--- src/design/vop_pkg.sv ---
`default_nettype none
// ----------------------------------------------------------------------------
// vop_pkg
// Shared types and constants of the polar order parameter core: controller
// states, datapath command and status groups, register indexes.
// ----------------------------------------------------------------------------
package vop_pkg;

    // configuration register indexes
    localparam int CFG_IDX_W = 4;
    localparam logic [CFG_IDX_W-1:0] CFG_POINT_COUNT = 4'd0;
    localparam logic [CFG_IDX_W-1:0] CFG_START_TIME  = 4'd1;
    localparam logic [CFG_IDX_W-1:0] CFG_END_TIME    = 4'd2;
    localparam logic [CFG_IDX_W-1:0] CFG_TIME_STEP   = 4'd3;

    localparam int PC_W = 13;

    // reset values of the configuration registers
    localparam logic [PC_W-1:0] PC_RESET    = 13'd1024;
    localparam logic [31:0]     START_RESET = 32'd0;
    localparam logic [31:0]     END_RESET   = 32'hFFFF_FFFF;
    localparam logic [31:0]     STEP_RESET  = 32'd1;

    // quotient bits per division kind
    localparam logic [5:0] QB_ALIGN = 6'd32;
    localparam logic [5:0] QB_UNIT  = 6'd16;
    localparam logic [5:0] QB_ORDER = 6'd17;

    localparam logic [31:0] UNIT_ONE  = 32'd32768;   // 1.0 in Q1.15
    localparam logic [31:0] ORDER_ONE = 32'd65536;   // 1.0 in Q1.16

    localparam int OUT_DATA_W = 56;
    localparam int ORDER_W    = 17;

    typedef enum logic [4:0] {
        ST_IDLE,
        ST_HEAD,
        ST_ALIGN_WAIT,
        ST_BODY,
        ST_NORM,
        ST_MUL_A,
        ST_MUL_B,
        ST_MUL_C,
        ST_ROOT_GO,
        ST_ROOT_WAIT,
        ST_DIVX_GO,
        ST_DIVX_WAIT,
        ST_DIVY_GO,
        ST_DIVY_WAIT,
        ST_STEP,
        ST_ORD_A,
        ST_ORD_B,
        ST_ORD_C,
        ST_ORD_T,
        ST_ORD_K,
        ST_ORD_ROOT_GO,
        ST_ORD_ROOT_WAIT,
        ST_ORD_DIV_GO,
        ST_ORD_DIV_WAIT,
        ST_EMIT
    } state_t;

    typedef enum logic [1:0] {
        MUL_VX,
        MUL_VY,
        MUL_SX,
        MUL_SY
    } mul_sel_t;

    typedef enum logic [1:0] {
        DIV_ALIGN,
        DIV_UX,
        DIV_UY,
        DIV_ORD
    } div_op_t;

    typedef enum logic {
        ROOT_SAMPLE,
        ROOT_ORDER
    } root_src_t;

    typedef struct packed {
        logic      load_in;
        logic      frame_clear;
        logic      zero_set;
        logic      norm_load;
        logic      mul_en;
        mul_sel_t  mul_sel;
        logic      sq_hold;
        logic      sq_sum;
        logic      sqrt_start;
        root_src_t sqrt_src;
        logic      div_start;
        div_op_t   div_op;
        logic      acc_x;
        logic      acc_y;
        logic      idx_clear;
        logic      idx_inc;
        logic      k_load;
        logic      k_step;
        logic      out_load;
    } cmd_t;

    typedef struct packed {
        logic first;
        logic last;
        logic t_ge_start;
        logic t_gt_end;
        logic rem_zero;
        logic both_zero;
        logic sumsq_zero;
        logic k_done;
        logic div_busy;
        logic sqrt_busy;
    } status_t;

endpackage
`default_nettype wire

--- src/design/vop_ctrl.sv ---
`default_nettype none
// ----------------------------------------------------------------------------
// vop_ctrl
// Sequencer of the core: frame selection, per-sample normalization steps,
// end-of-frame order evaluation and the result handshake.
// ----------------------------------------------------------------------------
module vop_ctrl (
    input  wire logic              aclk,
    input  wire logic              aresetn,
    input  wire logic              s_tvalid,
    output logic                   s_tready,
    output logic                   m_tvalid,
    input  wire logic              m_tready,
    input  wire vop_pkg::status_t  status,
    output vop_pkg::cmd_t          cmd
);

    vop_pkg::state_t state_reg, state_next;
    logic sel_reg, sel_next;
    logic stop_reg, stop_next;
    logic valid_reg, valid_next;
    logic accept;
    logic out_free;

    assign accept   = s_tvalid && s_tready;
    assign out_free = !valid_reg || m_tready;
    assign m_tvalid = valid_reg;

    // next state
    always_comb begin
        state_next = state_reg;
        case (state_reg)
            vop_pkg::ST_IDLE: begin
                if (accept) begin
                    state_next = stop_reg ? vop_pkg::ST_IDLE : vop_pkg::ST_HEAD;
                end
            end
            vop_pkg::ST_HEAD: begin
                if (status.first && status.t_ge_start) begin
                    state_next = vop_pkg::ST_ALIGN_WAIT;
                end else begin
                    state_next = vop_pkg::ST_BODY;
                end
            end
            vop_pkg::ST_ALIGN_WAIT: begin
                if (!status.div_busy) begin
                    if (status.rem_zero && status.t_gt_end) begin
                        state_next = vop_pkg::ST_IDLE;
                    end else begin
                        state_next = vop_pkg::ST_BODY;
                    end
                end
            end
            vop_pkg::ST_BODY: begin
                if (sel_reg && !status.both_zero) begin
                    state_next = vop_pkg::ST_NORM;
                end else begin
                    state_next = vop_pkg::ST_STEP;
                end
            end
            vop_pkg::ST_NORM:      state_next = vop_pkg::ST_MUL_A;
            vop_pkg::ST_MUL_A:     state_next = vop_pkg::ST_MUL_B;
            vop_pkg::ST_MUL_B:     state_next = vop_pkg::ST_MUL_C;
            vop_pkg::ST_MUL_C:     state_next = vop_pkg::ST_ROOT_GO;
            vop_pkg::ST_ROOT_GO:   state_next = vop_pkg::ST_ROOT_WAIT;
            vop_pkg::ST_ROOT_WAIT: begin
                if (!status.sqrt_busy) begin
                    state_next = vop_pkg::ST_DIVX_GO;
                end
            end
            vop_pkg::ST_DIVX_GO:   state_next = vop_pkg::ST_DIVX_WAIT;
            vop_pkg::ST_DIVX_WAIT: begin
                if (!status.div_busy) begin
                    state_next = vop_pkg::ST_DIVY_GO;
                end
            end
            vop_pkg::ST_DIVY_GO:   state_next = vop_pkg::ST_DIVY_WAIT;
            vop_pkg::ST_DIVY_WAIT: begin
                if (!status.div_busy) begin
                    state_next = vop_pkg::ST_STEP;
                end
            end
            vop_pkg::ST_STEP: begin
                if (status.last && sel_reg) begin
                    state_next = vop_pkg::ST_ORD_A;
                end else begin
                    state_next = vop_pkg::ST_IDLE;
                end
            end
            vop_pkg::ST_ORD_A: state_next = vop_pkg::ST_ORD_B;
            vop_pkg::ST_ORD_B: state_next = vop_pkg::ST_ORD_C;
            vop_pkg::ST_ORD_C: state_next = vop_pkg::ST_ORD_T;
            vop_pkg::ST_ORD_T: begin
                state_next = status.sumsq_zero ? vop_pkg::ST_EMIT : vop_pkg::ST_ORD_K;
            end
            vop_pkg::ST_ORD_K: begin
                if (status.k_done) begin
                    state_next = vop_pkg::ST_ORD_ROOT_GO;
                end
            end
            vop_pkg::ST_ORD_ROOT_GO:   state_next = vop_pkg::ST_ORD_ROOT_WAIT;
            vop_pkg::ST_ORD_ROOT_WAIT: begin
                if (!status.sqrt_busy) begin
                    state_next = vop_pkg::ST_ORD_DIV_GO;
                end
            end
            vop_pkg::ST_ORD_DIV_GO:    state_next = vop_pkg::ST_ORD_DIV_WAIT;
            vop_pkg::ST_ORD_DIV_WAIT: begin
                if (!status.div_busy) begin
                    state_next = vop_pkg::ST_EMIT;
                end
            end
            vop_pkg::ST_EMIT: begin
                if (out_free) begin
                    state_next = vop_pkg::ST_IDLE;
                end
            end
            default: state_next = vop_pkg::ST_IDLE;
        endcase
    end

    // outputs and flag updates
    always_comb begin
        cmd       = '0;
        s_tready  = 1'b0;
        sel_next  = sel_reg;
        stop_next = stop_reg;
        case (state_reg)
            vop_pkg::ST_IDLE: begin
                s_tready    = 1'b1;
                cmd.load_in = accept;
            end
            vop_pkg::ST_HEAD: begin
                if (status.first) begin
                    if (status.t_ge_start) begin
                        cmd.div_start = 1'b1;
                        cmd.div_op    = vop_pkg::DIV_ALIGN;
                    end else begin
                        sel_next        = 1'b0;
                        cmd.frame_clear = 1'b1;
                    end
                end
            end
            vop_pkg::ST_ALIGN_WAIT: begin
                cmd.div_op = vop_pkg::DIV_ALIGN;
                if (!status.div_busy) begin
                    if (!status.rem_zero) begin
                        sel_next        = 1'b0;
                        cmd.frame_clear = 1'b1;
                    end else if (status.t_gt_end) begin
                        stop_next = 1'b1;
                        sel_next  = 1'b0;
                    end else begin
                        sel_next        = 1'b1;
                        cmd.frame_clear = 1'b1;
                    end
                end
            end
            vop_pkg::ST_BODY: begin
                cmd.zero_set = sel_reg && status.both_zero;
            end
            vop_pkg::ST_NORM: cmd.norm_load = 1'b1;
            vop_pkg::ST_MUL_A: begin
                cmd.mul_en  = 1'b1;
                cmd.mul_sel = vop_pkg::MUL_VX;
            end
            vop_pkg::ST_MUL_B: begin
                cmd.mul_en  = 1'b1;
                cmd.mul_sel = vop_pkg::MUL_VY;
                cmd.sq_hold = 1'b1;
            end
            vop_pkg::ST_MUL_C: cmd.sq_sum = 1'b1;
            vop_pkg::ST_ROOT_GO: begin
                cmd.sqrt_start = 1'b1;
                cmd.sqrt_src   = vop_pkg::ROOT_SAMPLE;
            end
            vop_pkg::ST_DIVX_GO: begin
                cmd.div_start = 1'b1;
                cmd.div_op    = vop_pkg::DIV_UX;
            end
            vop_pkg::ST_DIVX_WAIT: begin
                cmd.div_op = vop_pkg::DIV_UX;
                cmd.acc_x  = !status.div_busy;
            end
            vop_pkg::ST_DIVY_GO: begin
                cmd.div_start = 1'b1;
                cmd.div_op    = vop_pkg::DIV_UY;
            end
            vop_pkg::ST_DIVY_WAIT: begin
                cmd.div_op = vop_pkg::DIV_UY;
                cmd.acc_y  = !status.div_busy;
            end
            vop_pkg::ST_STEP: begin
                cmd.idx_clear = status.last;
                cmd.idx_inc   = !status.last;
            end
            vop_pkg::ST_ORD_A: begin
                cmd.mul_en  = 1'b1;
                cmd.mul_sel = vop_pkg::MUL_SX;
            end
            vop_pkg::ST_ORD_B: begin
                cmd.mul_en  = 1'b1;
                cmd.mul_sel = vop_pkg::MUL_SY;
                cmd.sq_hold = 1'b1;
            end
            vop_pkg::ST_ORD_C: cmd.sq_sum = 1'b1;
            vop_pkg::ST_ORD_T: cmd.k_load = !status.sumsq_zero;
            vop_pkg::ST_ORD_K: begin
                cmd.k_step   = !status.k_done;
                cmd.sqrt_src = vop_pkg::ROOT_ORDER;
            end
            vop_pkg::ST_ORD_ROOT_GO: begin
                cmd.sqrt_start = 1'b1;
                cmd.sqrt_src   = vop_pkg::ROOT_ORDER;
            end
            vop_pkg::ST_ORD_ROOT_WAIT: cmd.sqrt_src = vop_pkg::ROOT_ORDER;
            vop_pkg::ST_ORD_DIV_GO: begin
                cmd.div_start = 1'b1;
                cmd.div_op    = vop_pkg::DIV_ORD;
            end
            vop_pkg::ST_ORD_DIV_WAIT: cmd.div_op = vop_pkg::DIV_ORD;
            vop_pkg::ST_EMIT: begin
                cmd.out_load = out_free;
                if (out_free) begin
                    sel_next = 1'b0;
                end
            end
            default: ;
        endcase
    end

    always_comb begin
        valid_next = valid_reg;
        if (cmd.out_load) begin
            valid_next = 1'b1;
        end else if (m_tready) begin
            valid_next = 1'b0;
        end
    end

    always_ff @(posedge aclk) begin
        if (!aresetn) begin
            state_reg <= vop_pkg::ST_IDLE;
            sel_reg   <= 1'b0;
            stop_reg  <= 1'b0;
            valid_reg <= 1'b0;
        end else begin
            state_reg <= state_next;
            sel_reg   <= sel_next;
            stop_reg  <= stop_next;
            valid_reg <= valid_next;
        end
    end

    a_no_overwrite: assert property (@(posedge aclk) disable iff (!aresetn)
        (valid_reg && !m_tready) |-> !cmd.out_load)
        else $error("result register overwritten while stalled");

    a_stopped_silent: assert property (@(posedge aclk) disable iff (!aresetn)
        stop_reg |-> (!cmd.out_load && !sel_reg))
        else $error("result produced after stop");

    a_div_free: assert property (@(posedge aclk) disable iff (!aresetn)
        cmd.div_start |-> !status.div_busy)
        else $error("divider restarted while busy");

    a_sqrt_free: assert property (@(posedge aclk) disable iff (!aresetn)
        cmd.sqrt_start |-> !status.sqrt_busy)
        else $error("square root restarted while busy");

endmodule
`default_nettype wire

--- config.mk ---
export PLATFORM = sky130hd
export DESIGN_NAME = vop_ctrl
export DESIGN_NICKNAME = d
export VERILOG_FILES = /design/src/design/vop_pkg.sv /design/src/design/vop_ctrl.sv
export SDC_FILE = /design/constraint.sdc
export NUM_CORES = 1
export LEC_CHECK = 0
export BUFFER_PORTS_ARGS = -buffer_cell sky130_fd_sc_hd__buf_4
export CAP_MARGIN = 20
export CORE_ASPECT_RATIO = 1.1
export CORE_MARGIN = 2
export CORE_UTILIZATION = 49
export DETAILED_ROUTE_END_ITERATION = 6
export GPL_TIMING_DRIVEN = 0
export PLACE_DENSITY = 0.83
export SYNTH_ARGS = -nofsm -noshare
export SYNTH_HDL_FRONTEND = slang
export SYNTH_SLANG_ARGS = --single-unit
--- constraint.sdc ---
create_clock -name aclk -period 2.2 [get_ports aclk]
set_clock_uncertainty 0.05 [all_clocks]
set_input_delay 0.22 -clock aclk [delete_from_list [all_inputs] [get_ports aclk]]
set_output_delay 0.22 -clock aclk [all_outputs]
set_load 0.05 [all_outputs]
* Word level (Yosys, flattened, before mapping) *
Index checks and enable logic that the tools add are counted.

storage, ports and cells
  word-level logic and storage cells = 116
  register bits after elaboration = 8
  input port bits = 14
  output and inout port bits = 23

operators by class
  equal/unequal tests = 35
  reductions and logical operators = 27
  multiplexer cells = 49
  bitwise operators = 1

operators by type and width
  cell                                                                   number
  5-bit one-hot mux with 25 select lines                                 1
  5-bit equality test, second input constant                             9
  5-bit 2-to-1 mux                                                       9
  5-bit by 4-bit equality test with 1-bit output, second input constant  8
  1-bit 2-to-1 mux                                                       27
  2-bit inequality test, second input constant                           11
  5-bit by 3-bit equality test with 1-bit output, second input constant  4
  4-bit 2-to-1 mux                                                       3
  3-bit one-hot mux with 4 select lines                                  1
  2-bit OR reduction                                                     6
  5-bit by 2-bit equality test with 1-bit output, second input constant  2
  9-bit AND reduction                                                    1
  2-bit one-hot mux with 4 select lines                                  1
  1-bit logical AND                                                      6
  1-bit logical NOT                                                      6
  3-bit 2-to-1 mux                                                       2
  3-bit OR reduction                                                     2
  5-bit by 1-bit equality test with 1-bit output, second input constant  1
  5-bit logical NOT                                                      1
  5-bit AND reduction                                                    1
  2-bit 2-to-1 mux                                                       2
  1-bit one-hot mux with 2 select lines                                  2
  4-bit AND reduction                                                    1
  1-bit one-hot mux with 3 select lines                                  1
  other kinds (4)                                                        4

* Longest topological paths before layout *
Gate-level depths: netlist of run 1.

  depth after elaboration = 5
  gate-level depth with buffers = 7
  gate-level depth less buffers = 5

* Worst setup path after synthesis of run 1 *
Ideal clock, no wire load.

  path kind = reg2out
  from = register state_reg[2]
  to = output cmd[18] (netlist name)
  required time = 1.930 ns
  path buffers = 2
  arrival = 2.558 ns
  slack = -0.628 ns
  cell stages (with the launch flop) = 5
  cell sequence = dfxtp_1 buf_6 clkbuf_1 or3_1 nor4_1

RTL lines
  what                    line             RTL
  start, declared         vop_ctrl.sv:18   vop_pkg::state_t state_reg, state_next;
  start signal, assigned  vop_ctrl.sv:243  state_reg <= vop_pkg::ST_IDLE;
  start signal, assigned  vop_ctrl.sv:248  state_reg <= state_next;
  end, declared           vop_ctrl.sv:15   output vop_pkg::cmd_t cmd

==> impl_results.md, run 1 <==
* Most frequent cells in the layout: buf_4, nand2_1, nor2_1, nor3_1, a21oi_1
* DP Wirelength at 2510 µm
* Outcome: finished, final reports clean
* CTS max path bufs at 2
* Fin worst setup slack at 0.129 ns
* Via/cell ratio at 6.01
* Number of global-route vias before repair at 1,122
* Crit share post-route at 94.1%
* Util after Layout at 71.9%
* Ys flop type: dfxtp_1
* CTS clk-pin slew, worst paths at 0.05 ns
* Worst Tran Pin Value at 0.459 ns
* RSZ-0062 raised after global routing: yes
* Setup violators final at 0
* Synth Instances at 145
* Yosys cell types at 53
* FFs w/ async S/R, synth at 0%
* Seq/Total Area, Yosys at 16.0%
* TritonRoute pass-1 iters at 4
* R2r setup slk at 0.16 ns
* Total wire length at 3140 µm
* Leak Pwr at 0.593 nW
* Cell Count Post-Placement at 209
* Dominant cell type by area after synthesis: dfxtp_1
* I/O Pins at 37
* Core ar. at 1960 µm²
* RePlAce Congestion at 0.911
* Worst vdd ir at 0.658 mV
* Post-synthesis mux area share at 0%
* Final hold slack at 0.163 ns
* Cts bufs inserted at 3
* Routing usage on met2 at 47.0%
* Worst path arrival time at 1.80 ns
* Synth Cell Area at 1000 µm²
* Placed instance area at 1350 µm²
* Hold Crit Depth at 2
* Largest net degree at the start of global routing at 11
* Met1 Track Usage GR at 37.1%
* IO Port Bufs at 36
* First-pass GRT wire length at 5060 µm
* Vias after detailed routing at 1,287
* H-tree levels at 1
* Synth Register Bits at 8
* Fin cells at 214
* R2R Path End: state_reg[0]
* Clock Sinks at 8
* Clk root buf: clkbuf_4
* Final hold violations at 0
* Drt wl/cell at 14.7 µm
* Num rows at 17
* Reg2Reg Depth at 6
* Design Area, Final at 1410 µm²
* Worst-skew pair later-pin latency at 0.25 ns
* Global Route met3 Usage at 2.83%
* GRT busiest layer: met2
* Main combinational cell family by area after synthesis: simple AND/OR/NAND/NOR gates
* Worst-path maximum fanout at 10
* Critical Path Source Type: flop
* CTS tree: built
* Slew Limit Fails at 0
* R2r startpoint: state_reg[1]
* Final min period at 2.07 ns
* Compound-gate portion of the synthesized area at 26.0%
* Relative slew slack at 69.4%
* Max Cap Viol at 0
* Die area at 2420 µm²
* Final TNS setup at 0 ns
* Layout net count at 202
* Crit path capture type: output pin
* Remaining global-route overflow at 0
* Area Growth Syn to Fin at 40.8%
* Syn_area_per_cell at 6.89 µm²
* Worst hold endpoint: stop_reg
* Share of the synthesized area in the top cell type at 16.0%
* Fmax at 483 MHz
* All-Layer GR Usage at 29.3%
* Synth top area cells: dfxtp_1, nand2_1, nor3_1, nor4_1, nor2_1
* DIE WIDTH at 47.1 µm
* Mapped Nets at 159
* Yosys warning count at 0
* Hold Crit Class: input pin to flop
* Hold Crit Start: aresetn
* Initial DRC Count at 39
* Share of cells above drive strength 1 at 37.1%
* Category of the most critical setup path: flop to output pin
* DRC viols at 0
* Die height at 51.4 µm
* WP data required at 1.93 ns
* PwrDens at 1060 nW/µm²
* Inserted Diodes at 0
* Post-Synth Simple-Gate Area at 48.6%
* Overall power at 1.49 mW
* Post-synth EDFFs at 0
* Dpl ws at 0.191 ns
* Max reg flops at 5
* XOR/XNOR Fraction of Synth Area at 1.75%
* Most common cell after layout, fill and taps aside: buf_4
* Post-synthesis adder-cell area fraction at 0%
* Final ANT Viol Nets at 0
* Initial antenna violation count at 0
* Starting Density at 51.1%
metal layers:
layer	wire length (µm)	vias up
li1	-	631
met1	1360	612
met2	1620	38
met3	114	6
met4	48	0
met5	0	-
logic make-up after synthesis:
| logic type | count (synthesis) |
|---|---|
| AO/OA/AOI/OAI | 35 |
| XOR/XNOR | 2 |
| buffers and inverters | 16 |
| flip-flops | 8 |
| AND/OR/NAND/NOR | 84 |
power breakdown:
group	internal, mW	switching, mW	total (mW)
clock network	0.0622	0.0466	0.109
logic	0.393	0.749	1.14
registers	0.183	0.0554	0.238
synth_stat cells (2+ instances only):
master    count
nand2_1      18
nor2_1       11
nor3_1       11
dfxtp_1       8
a21oi_1       7
nor4_1        7
nand2b_1      6
nor2b_1       5
o21ai_0       5
buf_2         4
clkbuf_1      4
nand3_1       3
nor4b_1       3
a211o_1       2
a21boi_0      2
and3_1        2
and3b_1       2
buf_1         2
inv_1         2
inv_2         2
nand4_1       2
o211ai_1      2
o21ai_1       2
o311a_1       2
or3_1         2
xnor2_1       2
worst max-delay path, stage by stage (launching register included):
cell	delay, ns
dfxtp_2	0.42
clkbuf_4	0.23
inv_2	0.09
or3_1	0.37
nor4_2	0.22
buf_4	0.23
cell type report:
class                   count  area [µm²]
plain buffers              11        65.1
well taps                  28        35.0
inverters                   4        15.0
multi-input cells         121         815
repair buffers             39         293
clock buffers               3        22.5
fillers                   164         549
flip-flops and latches      8         163
timing repair:
action,in CTS,in global routing
pin swaps,0,1
endpoints found under the setup margin,4,14
setup buffers,0,3
endpoints found under the hold margin,0,0
hold buffers,0,0
gates resized for setup,4,5
worst max path at each step:
stage,start,endpoint,slack [ns],cells after the start
after floorplan,state_reg[4],cmd[13],-0.25,4
after global placement,state_reg[0],cmd[16],0.21,6
after detailed placement,state_reg[0],cmd[16],0.19,6
after CTS,state_reg[3],cmd[16],0.02,6
after global routing,state_reg[1],cmd[16],-0.03,6
final,state_reg[0],cmd[18],0.13,5
Power figures use the tool's default switching activity.
==> run 2: changes to the inputs <==
==> constraint.sdc (replaced) <==
create_clock -name aclk -period 2.2 [get_ports aclk]
set_clock_uncertainty 0.05 [all_clocks]
set_input_delay 0.22 -clock aclk [delete_from_list [all_inputs] [get_ports aclk]]
set_output_delay 0.22 -clock aclk [all_outputs]
set_load 0.1 [all_outputs]
==> impl_results.md, run 2 (synthesis gave the netlist of run 1 again) <==
* Worst Tran Pin Value at 0.479 ns
* Drt wl/cell at 16.3 µm
* Overall power at 1.87 mW
* Number of global-route vias before repair at 1,212
* Area Growth Syn to Fin at 57.1%
* Crit path capture type: output pin
* WP data required at 1.93 ns
* Outcome: finished, final reports clean
* Setup violators final at 0
* Category of the most critical setup path: flop to output pin
* DRC viols at 0
* Hold Crit Class: input pin to flop
* Slowest-stage cell, CP: dfxtp_1
* Die area at 2420 µm²
* RePlAce Congestion at 0.916
* CP bufs+invs at 2
* Clock Sinks at 8
* DIE WIDTH at 47.1 µm
* TritonRoute pass-1 iters at 4
* Initial DRC Count at 35
* Critical Path Source Type: flop
* Worst-skew pair later-pin latency at 0.26 ns
* Initial antenna violation count at 0
* Final hold violations at 0
* Final hold slack at 0.149 ns
* Max reg flops at 5
* Slowest stage delay, CP at 0.39 ns
* CTS clk-pin slew, worst paths at 0.05 ns
* Crit share post-route at 97.2%
* Largest net degree at the start of global routing at 11
* Reg2Reg Depth at 6
* Num rows at 17
* CTS max path bufs at 2
* Share of cells above drive strength 1 at 44.3%
* Final ANT Viol Nets at 0
* Vias after detailed routing at 1,316
* Critical path depth at 5
* RSZ-0062 raised after global routing: yes
* Clk root buf: clkbuf_4
* Cell family with most CP delay: simple AND/OR/NAND/NOR gates
* Worst path arrival time at 1.87 ns
* Slew Limit Fails at 0
* Cells along the critical path: buf_2 > nor2b_2 > nand2_1 > nor4b_4 > buf_6
* Worst vdd ir at 0.875 mV
* First-pass GRT wire length at 5470 µm
* Total wire length at 3470 µm
* Cts bufs inserted at 3
* Final min period at 2.14 ns
* Max Cap Viol at 0
* R2r startpoint: state_reg[1]
* All-Layer GR Usage at 32.1%
* Inserted Diodes at 0
* Layout net count at 201
* H-tree levels at 1
* Die height at 51.4 µm
* Placed instance area at 1490 µm²
* PwrDens at 1190 nW/µm²
* Leak Pwr at 0.631 nW
* Fmax at 468 MHz
* Fin worst setup slack at 0.0617 ns
* Design Area, Final at 1570 µm²
* Most common cell after layout, fill and taps aside: buf_4
* Starting Density at 51.1%
* Core ar. at 1960 µm²
* I/O Pins at 37
* IO Port Bufs at 36
* Remaining global-route overflow at 0
* Most frequent cells in the layout: buf_4, nand2_1, nor2_1
* CTS tree: built
* Crit path to: cmd[4]
* Worst Setup SP: state_reg[1]
* Dpl ws at -0.0550 ns
* R2r setup slk at 0.13 ns
* R2R Path End: state_reg[0]
* Worst-path maximum fanout at 10
* Via/cell ratio at 6.18
* DP Wirelength at 2790 µm
* Relative slew slack at 67.8%
==> run 2: cell count changes in the layout (fill, tap and decap cells not counted), moves of 3 or more <==
| cell | before | now |
|---|---|---|
| nor3_1 | 10 | 6 |
| nor2_2 | 1 | 4 |
| buf_4 | 40 | 37 |
| nor3_4 | 1 | 5 |
| clkbuf_2 | 3 | 0 |
| nor2_1 | 11 | 8 |
| nor4_2 | 5 | 1 |
| buf_6 | 1 | 5 |
| nor4_4 | 0 | 4 |
==> run 2: repair_timing <==
action,CTS,global route
gates resized for setup,9,10
hold buffers,0,0
gates cloned,0,0
pin swaps,1,0
setup endpoints to repair,6,9
buffers inserted,1,0
==> run 2: routing by layer <==
metal  global-route usage, %  part of all wire [%]
met1                    40.9                    40
met2                    53.2                    51
met3                    2.47                   6.3
met4                    14.4                   2.8
met5                       0                     0
==> run 2: how the worst min path moves through the flow <==
stage,from,to,slack [ns],depth (start not counted)
floorplan,aresetn,stop_reg,0.29,1
global placement,aresetn,stop_reg,0.41,2
detailed placement,aresetn,stop_reg,0.42,2
CTS,aresetn,stop_reg,0.15,2
global route,aresetn,stop_reg,0.16,2
finish,aresetn,stop_reg,0.15,2
==> run 2: per-stage QoR <==
step	setup TNS, ns	utilization (%)	cells
finish	0	80.2	213
global route	-0.0188	80.2	213
CTS	0	79.1	213
detailed placement	-0.0550	76.0	209
global placement	-0.0169	76.0	209
floorplan	-0.701	-	145
==> run 2: final cells by class <==
class	instances	area [µm²]
clock buffers	3	22.5
plain buffers	12	96.3
multi-input cells	121	942
repair buffers	37	297
fillers	138	387
inverters	4	15.0
flip-flops and latches	8	163
well taps	28	35.0
==> run 2: power breakdown <==
group          total [mW]  internal (mW)  switching [mW]
clock network       0.116         0.0627          0.0538
logic                1.52          0.451            1.06
registers           0.241          0.181          0.0597
==> run 3: changes to the inputs <==
--- a/config.mk
+++ b/config.mk
@@ -10,6 +10,7 @@
 export CORE_ASPECT_RATIO = 1.1
 export CORE_MARGIN = 2
 export CORE_UTILIZATION = 49
+export CTS_CLUSTER_SIZE = 16
 export DETAILED_ROUTE_END_ITERATION = 6
 export GPL_TIMING_DRIVEN = 0
 export PLACE_DENSITY = 0.83
==> constraint.sdc (replaced) <==
create_clock -name aclk -period 2 [get_ports aclk]
set_clock_uncertainty 0.05 [all_clocks]
set_input_delay 0.2 -clock aclk [delete_from_list [all_inputs] [get_ports aclk]]
set_output_delay 0.2 -clock aclk [all_outputs]
set_load 0.005 [all_outputs]
==> impl_results.md, run 3 (synthesis gave the netlist of run 1 again) <==
* Max Cap Viol at 0
* Area Growth Syn to Fin at 39.3%
* Inserted Diodes at 0
* I/O Pins at 37
* Initial DRC Count at 67
* Worst-path maximum fanout at 10
* Share of cells above drive strength 1 at 37.0%
* Vias after detailed routing at 1,350
* First-pass GRT wire length at 5520 µm
* DIE WIDTH at 47.1 µm
* Cts bufs inserted at 3
* Clk root buf: clkbuf_4
* Initial antenna violation count at 0
* Worst Tran Pin Value at 0.422 ns
* Cts-stage hold buffer count at 0
* Die area at 2420 µm²
* Drt wl/cell at 16.4 µm
* DP Wirelength at 2670 µm
* DRC viols at 0
* Final TNS setup at 0 ns
* Layout net count at 200
* Remaining global-route overflow at 0
* Max reg flops at 5
* H-tree levels at 1
* Total wire length at 3480 µm
* Final hold violations at 0
* Hold Crit Class: input pin to flop
* Num rows at 17
* Leak Pwr at 0.588 nW
* Number of global-route vias before repair at 1,198
* Via/cell ratio at 6.37
* WP data required at 1.75 ns
* CTS max path bufs at 2
* Core ar. at 1960 µm²
* Relative slew slack at 71.8%
* Worst-skew pair later-pin latency at 0.26 ns
* Starting Density at 51.1%
* Number of fill cells at 168
* CTS clk-pin slew, worst paths at 0.07 ns
* Most frequent cells in the layout: buf_4, nand2_1, nor2_1, nor3_1, a21oi_1
* Crit share post-route at 97.3%
* Largest net degree at the start of global routing at 20
* CTS tree: built
* Fin cells at 212
* Util after Layout at 71.2%
* Setup violators final at 0
* All-Layer GR Usage at 31.1%
* Clock Sinks at 8
* Final ANT Viol Nets at 0
* RePlAce Congestion at 0.929
* Worst vdd ir at 0.628 mV
* Cell Count Post-Placement at 209
* Outcome: finished, final reports clean
* Category of the most critical setup path: flop to output pin
* TritonRoute pass-1 iters at 4
* Worst path arrival time at 1.70 ns
* Fmax at 514 MHz
* Die height at 51.4 µm
* Critical Path Source Type: flop
* PwrDens at 1080 nW/µm²
* Slew Limit Fails at 0
* Crit path capture type: output pin
* IO Port Bufs at 36
* Final min period at 1.95 ns
* Most common cell after layout, fill and taps aside: buf_4
[run 3: cell count changes in the layout (fill, tap and decap cells not counted), sizes merged]
cell	change
clkbuf	+1
buf	-2
[run 3: cell type report]
class	count	area [µm²]	share of cell area, %
Timing Repair Buffer	37	278	19.9
Multi-Input combinational cell	121	796	57.1
Tap cell	28	35.0	2.52
Inverter	4	15.0	1.08
Clock buffer	3	22.5	1.62
Sequential cell	8	169	12.1
Buffer	11	77.6	5.57
[run 3: where the power goes]
part           switching [mW]  total (mW)  internal, mW
combinational           0.631        1.09         0.455
sequential             0.0654       0.275         0.209
clock                  0.0675       0.137        0.0694
total                   0.764        1.50         0.734
[run 3: worst max-delay path, stage by stage (launching register included)]
cell      delay (ns)
dfxtp_1         0.45
clkbuf_2        0.28
buf_2           0.26
a22oi_1         0.14
nor3_1          0.15
buf_4           0.14
[run 3: metrics by stage]
step	area (µm²)	total power, mW	hold slack [ns]	worst slack (ns)
after detailed placement	1310	1.26	0.409	-0.0140
after global placement	1310	1.25	0.396	0.0246
after global routing	1390	1.61	0.143	-0.0316
after CTS	1340	1.41	0.146	0.00767
final	1390	1.50	0.139	0.0546
after floorplan	1000	0.949	0.268	0.243
[run 3: path summary, 6_finish.rpt]
path                       end  slack, ns  cells past startpoint    startpoint
setup reg to reg  state_reg[3]       0.09                      5  state_reg[4]
hold reg to reg       stop_reg       0.44                      1      stop_reg
setup / recovery       cmd[13]       0.05                      5  state_reg[4]
hold / removal        stop_reg       0.14                      2       aresetn
[run 3: what timing repair did]
action                                 4_1_cts  5_1_grt
endpoints found under the hold margin        0        0
resized for setup                            8       15
pin swaps                                    0        2
setup endpoints to repair                   15       13
gates cloned                                 0        0
setup buffers                                0        1
[run 3: layer usage]
layer / track usage (%) / up-vias / share of wire, %
met5: 0 / - / 0
met3: 3.89 / 16 / 8.1
met4: 9.72 / 0 / 2.8
met1: 38.0 / 611 / 39
met2: 54.3 / 99 / 50
li1: - / 624 / -
